<file path="src/hdl/bitmap_page_allocator_core_assert.svh">
// ---------------------------------------------------------------------------
// Assertion macros for the bitmap page allocator
// Same-cycle and next-cycle implication checks, clocked on clk and
// disabled during reset.
// ---------------------------------------------------------------------------
`ifndef BITMAP_PAGE_ALLOCATOR_CORE_ASSERT_SVH
`define BITMAP_PAGE_ALLOCATOR_CORE_ASSERT_SVH

// antecedent implies consequent in the same cycle
`define BPA_ASSERT_IMP(lbl, ante, cons, msg) \
  lbl: assert property (@(posedge clk) disable iff (!rst_n) (ante) |-> (cons)) \
    else $error(msg);

// antecedent implies consequent in the next cycle
`define BPA_ASSERT_NXT(lbl, ante, cons, msg) \
  lbl: assert property (@(posedge clk) disable iff (!rst_n) (ante) |=> (cons)) \
    else $error(msg);

`endif

</file>
<file path="src/hdl/bpa_pkg.sv">
// ---------------------------------------------------------------------------
// bpa_pkg
// Types and codes shared by the bitmap page allocator.
// ---------------------------------------------------------------------------
`timescale 1ns / 1ps

package bpa_pkg;

  localparam logic REQ_ALLOC = 1'b0;
  localparam logic REQ_FREE  = 1'b1;

  localparam logic [1:0] STAT_OK      = 2'd0;
  localparam logic [1:0] STAT_NOSPACE = 2'd1;
  localparam logic [1:0] STAT_BAD     = 2'd2;
  localparam logic [1:0] STAT_ALREADY = 2'd3;

  localparam logic [10:0] ACTIVE_RST = 11'd1024;

  typedef enum logic [5:0] {
    ST_CLR  = 6'b000001,
    ST_IDLE = 6'b000010,
    ST_SCAN = 6'b000100,
    ST_MARK = 6'b001000,
    ST_FCHK = 6'b010000,
    ST_RESP = 6'b100000
  } bpa_state_t;

endpackage

</file>
<file path="src/hdl/bitmap_page_allocator_core.sv">
// Allocator operation: after reset the map is filled with ones, one 32-bit
// word per cycle, over ceil(min(BLOCKS,2047)/32) words (32 at 1024 blocks);
// no request is taken meanwhile. A free reads its word, then ST_FCHK clears
// the bit if set and passes to ST_RESP. An allocate scans the map one word per
// cycle from word 0 until the run is found or the last word fails (NOSPACE),
// then rewrites every word the run touches (one read-modify-write per cycle
// on the map's single write port). A refused count of zero or an out-of-range
// free goes from ST_IDLE straight to ST_RESP as STAT_BAD. One request is in
// work at a time; the next may be taken while the previous result waits at the output.
// ---------------------------------------------------------------------------
// bitmap_page_allocator_core
// First-fit page allocator over a one-bit-per-block used map held in a
// synchronous memory, with a free block counter.
// ---------------------------------------------------------------------------
`timescale 1ns / 1ps

module bitmap_page_allocator_core
  import bpa_pkg::*;
#(
  parameter int BLOCKS = 1024
) (
  input  logic        clk,
  input  logic        rst_n,
  // configuration: active_blocks
  input  logic        cfg_valid,
  output logic        cfg_ready,
  input  logic [10:0] cfg_data,
  // requests
  input  logic        in_tvalid,
  output logic        in_tready,
  input  logic [23:0] in_tdata,   // run_length[9:0], block_index[19:10], zero pad
  input  logic        in_tuser,   // req_type
  // results
  output logic        out_tvalid,
  input  logic        out_tready,
  output logic [23:0] out_tdata   // status[1:0], start_block[11:2], free_count[22:12], pad
);

  localparam int LIMIT_MAX = (BLOCKS < 2047) ? BLOCKS : 2047;
  localparam int MEM_WORDS = (LIMIT_MAX + 31) / 32;
  localparam int WA_W      = (MEM_WORDS > 1) ? $clog2(MEM_WORDS) : 1;
  localparam int BI_W      = WA_W + 5;
  localparam int LIM_W     = $clog2(LIMIT_MAX + 1);

  // map memory
  logic [31:0]     map_mem [MEM_WORDS];
  logic [31:0]     rd_data_r;
  logic            map_we, map_re;
  logic [WA_W-1:0] map_waddr, map_raddr;
  logic [31:0]     map_wdata;

  always_ff @(posedge clk) begin
    if (map_we) map_mem[map_waddr] <= map_wdata;
    if (map_re) rd_data_r <= map_mem[map_raddr];
  end

  bpa_state_t       state_r, state_nxt;
  logic [10:0]      active_r;
  logic [LIM_W-1:0] limit_r, limit_nxt, lim_in;
  logic             typ_r, typ_nxt;
  logic [9:0]       len_r, len_nxt;
  logic [4:0]       fpos_r, fpos_nxt;
  logic [WA_W-1:0]  cur_r, cur_nxt;
  logic [WA_W-1:0]  wk_r, wk_nxt;
  logic [WA_W-1:0]  clr_r, clr_nxt;
  logic             pend_r, pend_nxt;
  logic [9:0]       run_r, run_nxt;
  logic [BI_W-1:0]  s_r, s_nxt, e_r, e_nxt;
  logic [10:0]      fc_r, fc_nxt;
  logic [1:0]       res_status_r, res_status_nxt;
  logic [9:0]       res_start_r, res_start_nxt;
  logic             out_valid_r, out_valid_nxt;
  logic [1:0]       out_status_r;
  logic [9:0]       out_start_r;
  logic [10:0]      out_fc_r;
  logic             ld_out;

  logic [9:0]       in_len, in_idx;
  logic             in_acc;
  logic [WA_W-1:0]  last_word;

  assign in_len    = in_tdata[9:0];
  assign in_idx    = in_tdata[19:10];
  assign in_tready = (state_r == ST_IDLE);
  assign in_acc    = in_tvalid && in_tready;
  assign cfg_ready = 1'b1;

  assign lim_in    = (active_r > 11'(LIMIT_MAX)) ? LIM_W'(LIMIT_MAX) : LIM_W'(active_r);
  assign last_word = (limit_r == '0) ? '0 : WA_W'((limit_r - 1'b1) >> 5);

  // word scan: effective used bits, nearest used bit at or below each place
  logic [31:0]      used_w;
  logic [BI_W-1:0]  gidx;
  logic             pf_has [6][32];
  logic [4:0]       pf_pos [6][32];
  logic [10:0]      run_p  [32];
  logic [31:0]      hit_v;
  logic             hit_any;
  logic [4:0]       hit_pos;
  logic [10:0]      run_end;
  logic [BI_W-1:0]  e_cmb, s_cmb;

  always_comb begin
    used_w = '0;
    gidx   = '0;
    for (int p = 0; p < 32; p++) begin
      gidx      = {cur_r, 5'(p)};
      used_w[p] = rd_data_r[p] || ({1'b0, gidx} >= (BI_W+1)'(limit_r)) || (gidx == '0);
    end
  end

  always_comb begin
    for (int p = 0; p < 32; p++) begin
      pf_has[0][p] = used_w[p];
      pf_pos[0][p] = 5'(p);
    end
    for (int k = 0; k < 5; k++) begin
      for (int p = 0; p < 32; p++) begin
        if (p >= (1 << k) && !pf_has[k][p]) begin
          pf_has[k+1][p] = pf_has[k][p - (1 << k)];
          pf_pos[k+1][p] = pf_pos[k][p - (1 << k)];
        end else begin
          pf_has[k+1][p] = pf_has[k][p];
          pf_pos[k+1][p] = pf_pos[k][p];
        end
      end
    end
  end

  always_comb begin
    hit_v   = '0;
    hit_pos = '0;
    for (int p = 0; p < 32; p++) begin
      run_p[p] = pf_has[5][p] ? (11'(p) - 11'(pf_pos[5][p])) : (11'(run_r) + 11'(p + 1));
      hit_v[p] = (run_p[p] >= {1'b0, len_r});
    end
    for (int p = 31; p >= 0; p--) begin
      if (hit_v[p]) hit_pos = 5'(p);
    end
    hit_any = |hit_v;
    run_end = pf_has[5][31] ? (11'd31 - 11'(pf_pos[5][31])) : (11'(run_r) + 11'd32);
    e_cmb   = {cur_r, hit_pos};
    s_cmb   = e_cmb - BI_W'(len_r) + 1'b1;
  end

  // run marking mask for the word in write-back
  logic [WA_W-1:0] ws_word, we_word;
  logic [4:0]      mk_lo, mk_hi;
  logic [31:0]     mark_mask;

  assign ws_word = s_r[BI_W-1:5];
  assign we_word = e_r[BI_W-1:5];
  assign mk_lo   = (wk_r == ws_word) ? s_r[4:0] : 5'd0;
  assign mk_hi   = (wk_r == we_word) ? e_r[4:0] : 5'd31;

  always_comb begin
    for (int p = 0; p < 32; p++) begin
      mark_mask[p] = (5'(p) >= mk_lo) && (5'(p) <= mk_hi);
    end
  end

  assign ld_out = (state_r == ST_RESP) && (!out_valid_r || out_tready);

  always_comb begin
    state_nxt      = state_r;
    limit_nxt      = limit_r;
    typ_nxt        = typ_r;
    len_nxt        = len_r;
    fpos_nxt       = fpos_r;
    cur_nxt        = cur_r;
    wk_nxt         = wk_r;
    clr_nxt        = clr_r;
    pend_nxt       = pend_r;
    run_nxt        = run_r;
    s_nxt          = s_r;
    e_nxt          = e_r;
    fc_nxt         = fc_r;
    res_status_nxt = res_status_r;
    res_start_nxt  = res_start_r;
    map_we         = 1'b0;
    map_re         = 1'b0;
    map_waddr      = wk_r;
    map_raddr      = cur_r;
    map_wdata      = rd_data_r | mark_mask;

    case (state_r)
      ST_CLR: begin
        map_we    = 1'b1;
        map_waddr = clr_r;
        map_wdata = '1;
        if (clr_r == WA_W'(MEM_WORDS - 1)) begin
          state_nxt = ST_IDLE;
        end else begin
          clr_nxt = clr_r + 1'b1;
        end
      end
      ST_IDLE: begin
        if (in_acc) begin
          typ_nxt       = in_tuser;
          len_nxt       = in_len;
          limit_nxt     = lim_in;
          fpos_nxt      = in_idx[4:0];
          res_start_nxt = '0;
          if (in_tuser == REQ_ALLOC) begin
            if (in_len == '0) begin
              res_status_nxt = STAT_BAD;
              state_nxt      = ST_RESP;
            end else begin
              map_re    = 1'b1;
              map_raddr = '0;
              cur_nxt   = '0;
              run_nxt   = '0;
              state_nxt = ST_SCAN;
            end
          end else begin
            if ({1'b0, in_idx} >= 11'(lim_in)) begin
              res_status_nxt = STAT_BAD;
              state_nxt      = ST_RESP;
            end else begin
              map_re    = 1'b1;
              map_raddr = WA_W'(in_idx[9:5]);
              cur_nxt   = WA_W'(in_idx[9:5]);
              state_nxt = ST_FCHK;
            end
          end
        end
      end
      ST_SCAN: begin
        if (hit_any) begin
          s_nxt          = s_cmb;
          e_nxt          = e_cmb;
          fc_nxt         = (fc_r >= {1'b0, len_r}) ? (fc_r - {1'b0, len_r}) : '0;
          res_status_nxt = STAT_OK;
          res_start_nxt  = 10'(s_cmb);
          cur_nxt        = s_cmb[BI_W-1:5];
          pend_nxt       = 1'b0;
          state_nxt      = ST_MARK;
        end else if (cur_r == last_word) begin
          res_status_nxt = STAT_NOSPACE;
          state_nxt      = ST_RESP;
        end else begin
          map_re    = 1'b1;
          map_raddr = cur_r + 1'b1;
          cur_nxt   = cur_r + 1'b1;
          run_nxt   = 10'(run_end);
        end
      end
      ST_MARK: begin
        // write back word wk_r while reading the next one
        map_we    = pend_r;
        map_re    = (cur_r <= we_word) && !(pend_r && (wk_r == we_word));
        map_raddr = cur_r;
        pend_nxt  = map_re;
        wk_nxt    = cur_r;
        cur_nxt   = cur_r + 1'b1;
        if (pend_r && (wk_r == we_word)) begin
          state_nxt = ST_RESP;
        end
      end
      ST_FCHK: begin
        if (rd_data_r[fpos_r]) begin
          map_we         = 1'b1;
          map_waddr      = cur_r;
          map_wdata      = rd_data_r & ~(32'd1 << fpos_r);
          fc_nxt         = fc_r + 1'b1;
          res_status_nxt = STAT_OK;
        end else begin
          res_status_nxt = STAT_ALREADY;
        end
        state_nxt = ST_RESP;
      end
      ST_RESP: begin
        if (ld_out) begin
          state_nxt = ST_IDLE;
        end
      end
      default: begin
        state_nxt = ST_IDLE;
      end
    endcase
  end

  always_comb begin
    if (ld_out) begin
      out_valid_nxt = 1'b1;
    end else if (out_tready) begin
      out_valid_nxt = 1'b0;
    end else begin
      out_valid_nxt = out_valid_r;
    end
  end

  always_ff @(posedge clk) begin
    if (!rst_n) begin
      state_r     <= ST_CLR;
      clr_r       <= '0;
      pend_r      <= 1'b0;
      active_r    <= ACTIVE_RST;
      fc_r        <= '0;
      out_valid_r <= 1'b0;
    end else begin
      state_r     <= state_nxt;
      clr_r       <= clr_nxt;
      pend_r      <= pend_nxt;
      fc_r        <= fc_nxt;
      out_valid_r <= out_valid_nxt;
      if (cfg_valid && cfg_ready) begin
        active_r <= cfg_data;
      end
    end
  end

  always_ff @(posedge clk) begin
    limit_r      <= limit_nxt;
    typ_r        <= typ_nxt;
    len_r        <= len_nxt;
    fpos_r       <= fpos_nxt;
    cur_r        <= cur_nxt;
    wk_r         <= wk_nxt;
    run_r        <= run_nxt;
    s_r          <= s_nxt;
    e_r          <= e_nxt;
    res_status_r <= res_status_nxt;
    res_start_r  <= res_start_nxt;
    if (ld_out) begin
      out_status_r <= res_status_r;
      out_start_r  <= res_start_r;
      out_fc_r     <= fc_r;
    end
  end

  assign out_tvalid = out_valid_r;
  assign out_tdata  = {1'b0, out_fc_r, out_start_r, out_status_r};

  logic alloc_ok_ld;

  assign alloc_ok_ld = ld_out && (res_status_r == STAT_OK) && (typ_r == REQ_ALLOC);

  `include "bitmap_page_allocator_core_assert.svh"

  `BPA_ASSERT_IMP(a_no_block_zero, alloc_ok_ld, res_start_r != '0, "block zero allocated")
  `BPA_ASSERT_IMP(a_no_rw_collide, map_we && map_re, map_waddr != map_raddr, "map port clash")
  `BPA_ASSERT_IMP(a_run_below_len, state_r == ST_SCAN, run_r < len_r, "scan run overran")
  `BPA_ASSERT_NXT(a_one_in_work, in_acc, !in_tready, "second request taken")

endmodule
</file>
<file path="config.mk">
export PLATFORM = sky130hd
export DESIGN_NAME = bitmap_page_allocator_core
export DESIGN_NICKNAME = d
export VERILOG_FILES = /design/src/hdl/bpa_pkg.sv /design/src/hdl/bitmap_page_allocator_core.sv
export VERILOG_INCLUDE_DIRS = /design/src /design/src/hdl
export SDC_FILE = /design/constraint.sdc
export NUM_CORES = 2
export LEC_CHECK = 0
export BUFFER_PORTS_ARGS = -buffer_cell sky130_fd_sc_hd__buf_2
export CAP_MARGIN = 5
export CELL_PAD_IN_SITES_DETAIL_PLACEMENT = 1
export CELL_PAD_IN_SITES_GLOBAL_PLACEMENT = 2
export CORE_ASPECT_RATIO = 0.75
export CORE_MARGIN = 1
export CORE_UTILIZATION = 40
export CTS_CLUSTER_SIZE = 16
export DETAILED_ROUTE_END_ITERATION = 8
export PLACE_DENSITY = 0.85
export SLEW_MARGIN = 20
export SYNTH_ARGS = -nofsm -noshare
export SYNTH_HDL_FRONTEND = slang
export SYNTH_SLANG_ARGS = --single-unit
</file>
<file path="constraint.sdc">
create_clock -name clk -period 13.8 [get_ports clk]
set_input_delay 1.38 -clock clk [delete_from_list [all_inputs] [get_ports clk]]
set_output_delay 1.38 -clock clk [all_outputs]
set_load 0.02 [all_outputs]
</file>
==> results.toml <==
[global_route]
grt-ovfl-total = 0
grt_use_met2_pct = 44.5
use_met3_pct = 7.24
grt_first_pass_wirelength_um = 373000
grt_usage_pct = 31.3
busiest_layer = "met1"
use_met1_pct = 47.7
antenna_found_initial = 2
grt_max_degree = 126
first_global_vias = 51883

[cts]
cts.sinks = 1192
clk-insertion-delay-late_ns = 0.77
clockRootBuffer = "clkbuf_16"
numCtsBuffers = 112
cts_buffer_depth = 3
htreeDepth = 3
postCtsSetupBuffers = 0
cts_tree = "yes"
cts_resized = 0
clk_pin_slew_ns = 0.06
cts_hold_buf = 0

[drt]
route.detailed.drc = 0
drt_iter0_markers = 7069
wl_per_cell_um = 31.1
vias = 53278
drt-total-wl_um = 262000
dr.pass1.iters = 6
drtAntennaViolNets = 0
viasPerCell = 6.31

[place]
gp_congestion = 1.00
pre_cts_ws_ns = 2.20
dpl-instance-area_sq_mm = 0.0684
dp_cells = 8228
portBuffers = 61
hpwl_um = 176000

[sta]
timing.fmax_ghz = 0.0826
period_share_pct = 87.7
relSlewSlack_pct = 10.5
fin_worst_skew_ns = 0.0733
timing.final.ws_setup_ns = 1.70
finalSetupTns_ns = 0
setup_violations = 0
slew_violations = 0
worst_pin_slew_ns = 1.34
period_needed_ns = 12.10
hold_slack_ns = 0.423
rsz0062_at_grt = "no"
hold_violations = 0

[critical_path]
worst-path-buf-inv = 1
cp.arrival_ns = 12.59
crit_type = "flip-flop to flip-flop"
critPathMaxStageDelay_ns = 1.01
crit_top_cell = "nor2_1"
required_ns = 14.28
timing.rr.start = "cur_r[2]"
critPathTopFamily = "simple AND/OR/NAND/NOR gates"
critPathLaunch = "cur_r[2]"
critPathSlowestCell = "nor4b_2"
startpoint_type = "flip-flop"
endpoint_kind = "flip-flop"
crit_fanout = 34

[logic_synthesis]
ys_types = 102
ys_async_sr_fraction_pct = 0
seq_area_frac_synth_pct = 54.6
synth-seq-cells = 1192
ys_warn_count = 0
yosys-top-cells-count = "nand2_1, edfxtp_1, nand3_1, nor2_1, ha_1"
avgSynthCellArea_sq_um = 10.5
syn_nets = 6627
yosysTopAreaCellShare_pct = 53.5
ys_top_cells_by_area = "edfxtp_1, ha_1, nand2_1, nand3_1, nor2_1"
syn_inst = 6169
synth_edf_count = 1157
synth_area_leader_cell = "edfxtp_1"
yosysMostFrequentCell = "nand2_1"
yosys_most_used_dff = "edfxtp_1"
syn-cell-area_sq_mm = 0.0649

[floorplanning]
dieArea_sq_mm = 0.164
fp.coreArea_sq_mm = 0.160
fp-row-count = 127
fp.dieH_um = 351
initial_utilization_pct = 40.4
io_pins = 68
fp.dieW_um = 467

[pwr]
p_int_mw = 5.86
power_switching_mw = 1.62
power_frac_clock_pct = 43.9
seqPwrFrac_pct = 53.2
swShare_pct = 21.6
pwr-share-comb_pct = 2.9
p_per_area_mw_per_mm2 = 103
power.total_mw = 7.47
p_leak_nw = 26.8
irDropWorstVdd_mv = 0.130

[final_layout]
fin_cells = 8443
fin_util_pct = 45.0
design_area_sq_mm = 0.0723
area_growth_pct = 11.3
layout.nets = 6672
drive_above_1_share_pct = 9.00

[min_path]
hp-start = "res_start_r[8]"
hp-class = "flip-flop to flip-flop"

[job]
drv_cap = 0

[status]
status = "finished, final reports clean"
-- cell type report --
class                           instances  area, sq um
Multi-Input combinational cell       4552        28100
Clock buffer                          134         2930
Sequential cell                      1192        35400
Inverter                              106          398
Tap cell                             2128         2660
Timing Repair Buffer                  250         1810
Antenna cell                            5         12.5
Fill cell                           17443        88200
Clock inverter                         76          910
-- routing by layer --
| layer | share of wire (%) | wire length, um | up-vias |
|---|---|---|---|
| met3 | 11 | 29900 | 407 |
| met4 | 2.6 | 6780 | 2 |
| met1 | 45 | 118000 | 27225 |
| li1 | - | - | 22768 |
| met5 | 0.0031 | 8 | - |
| met2 | 41 | 107000 | 2876 |
-- state kept, by name, summed over array words and instances, names as in the netlist, 11 cells and up --
register and flops:
active_r 11, fc_r 11, limit_r 11, map_mem 1024, out_fc_r 11, rd_data_r 32
-- placed cells by master, fill, tap and decap left out, drive strengths merged, types with 49 or more instances in the layout --
cell type  count
nand2b        69
nor4          61
clkbuf       134
nor3          84
o21ai        198
a21o          71
ha           415
nand4         79
nand3        524
a21oi        302
buf          250
clkinv        56
edfxtp      1157
mux2i         61
o22ai         50
xnor2        142
nand2       1258
nor2         467
nor2b         49
xor2          94
inv          107
-- power by group through the flow --
stage | sequential [mW] | clock, mW | combinational [mW]
after global routing | 3.98 | 3.44 | 0.223
after detailed placement | 4.06 | 0 | 0.211
after CTS | 3.98 | 3.32 | 0.213
after global placement | 4.05 | 0 | 0.204
after floorplan | 4.06 | 0 | 0.0857
final | 3.98 | 3.28 | 0.216
-- worst paths after layout --
kind | to | slack, ns | cells after the start
min | out_start_r[8] | 0.42 | 0
max | rd_data_r[15] | 1.70 | 26
max reg2reg | rd_data_r[15] | 1.70 | 26
min reg2reg | out_start_r[8] | 0.42 | 0
-- logic make-up after synthesis --
kind of cell / share of synthesized area (%)
AND/OR/NAND/NOR: 19.8
flip-flops: 54.6
buffers and inverters: 2.76
AO/OA/AOI/OAI: 10.1
adder cells (fa/ha/maj): 8.06
other: 0.0116
XOR/XNOR: 3.18
multiplexers: 1.45
(Power assumes the default switching activity.)
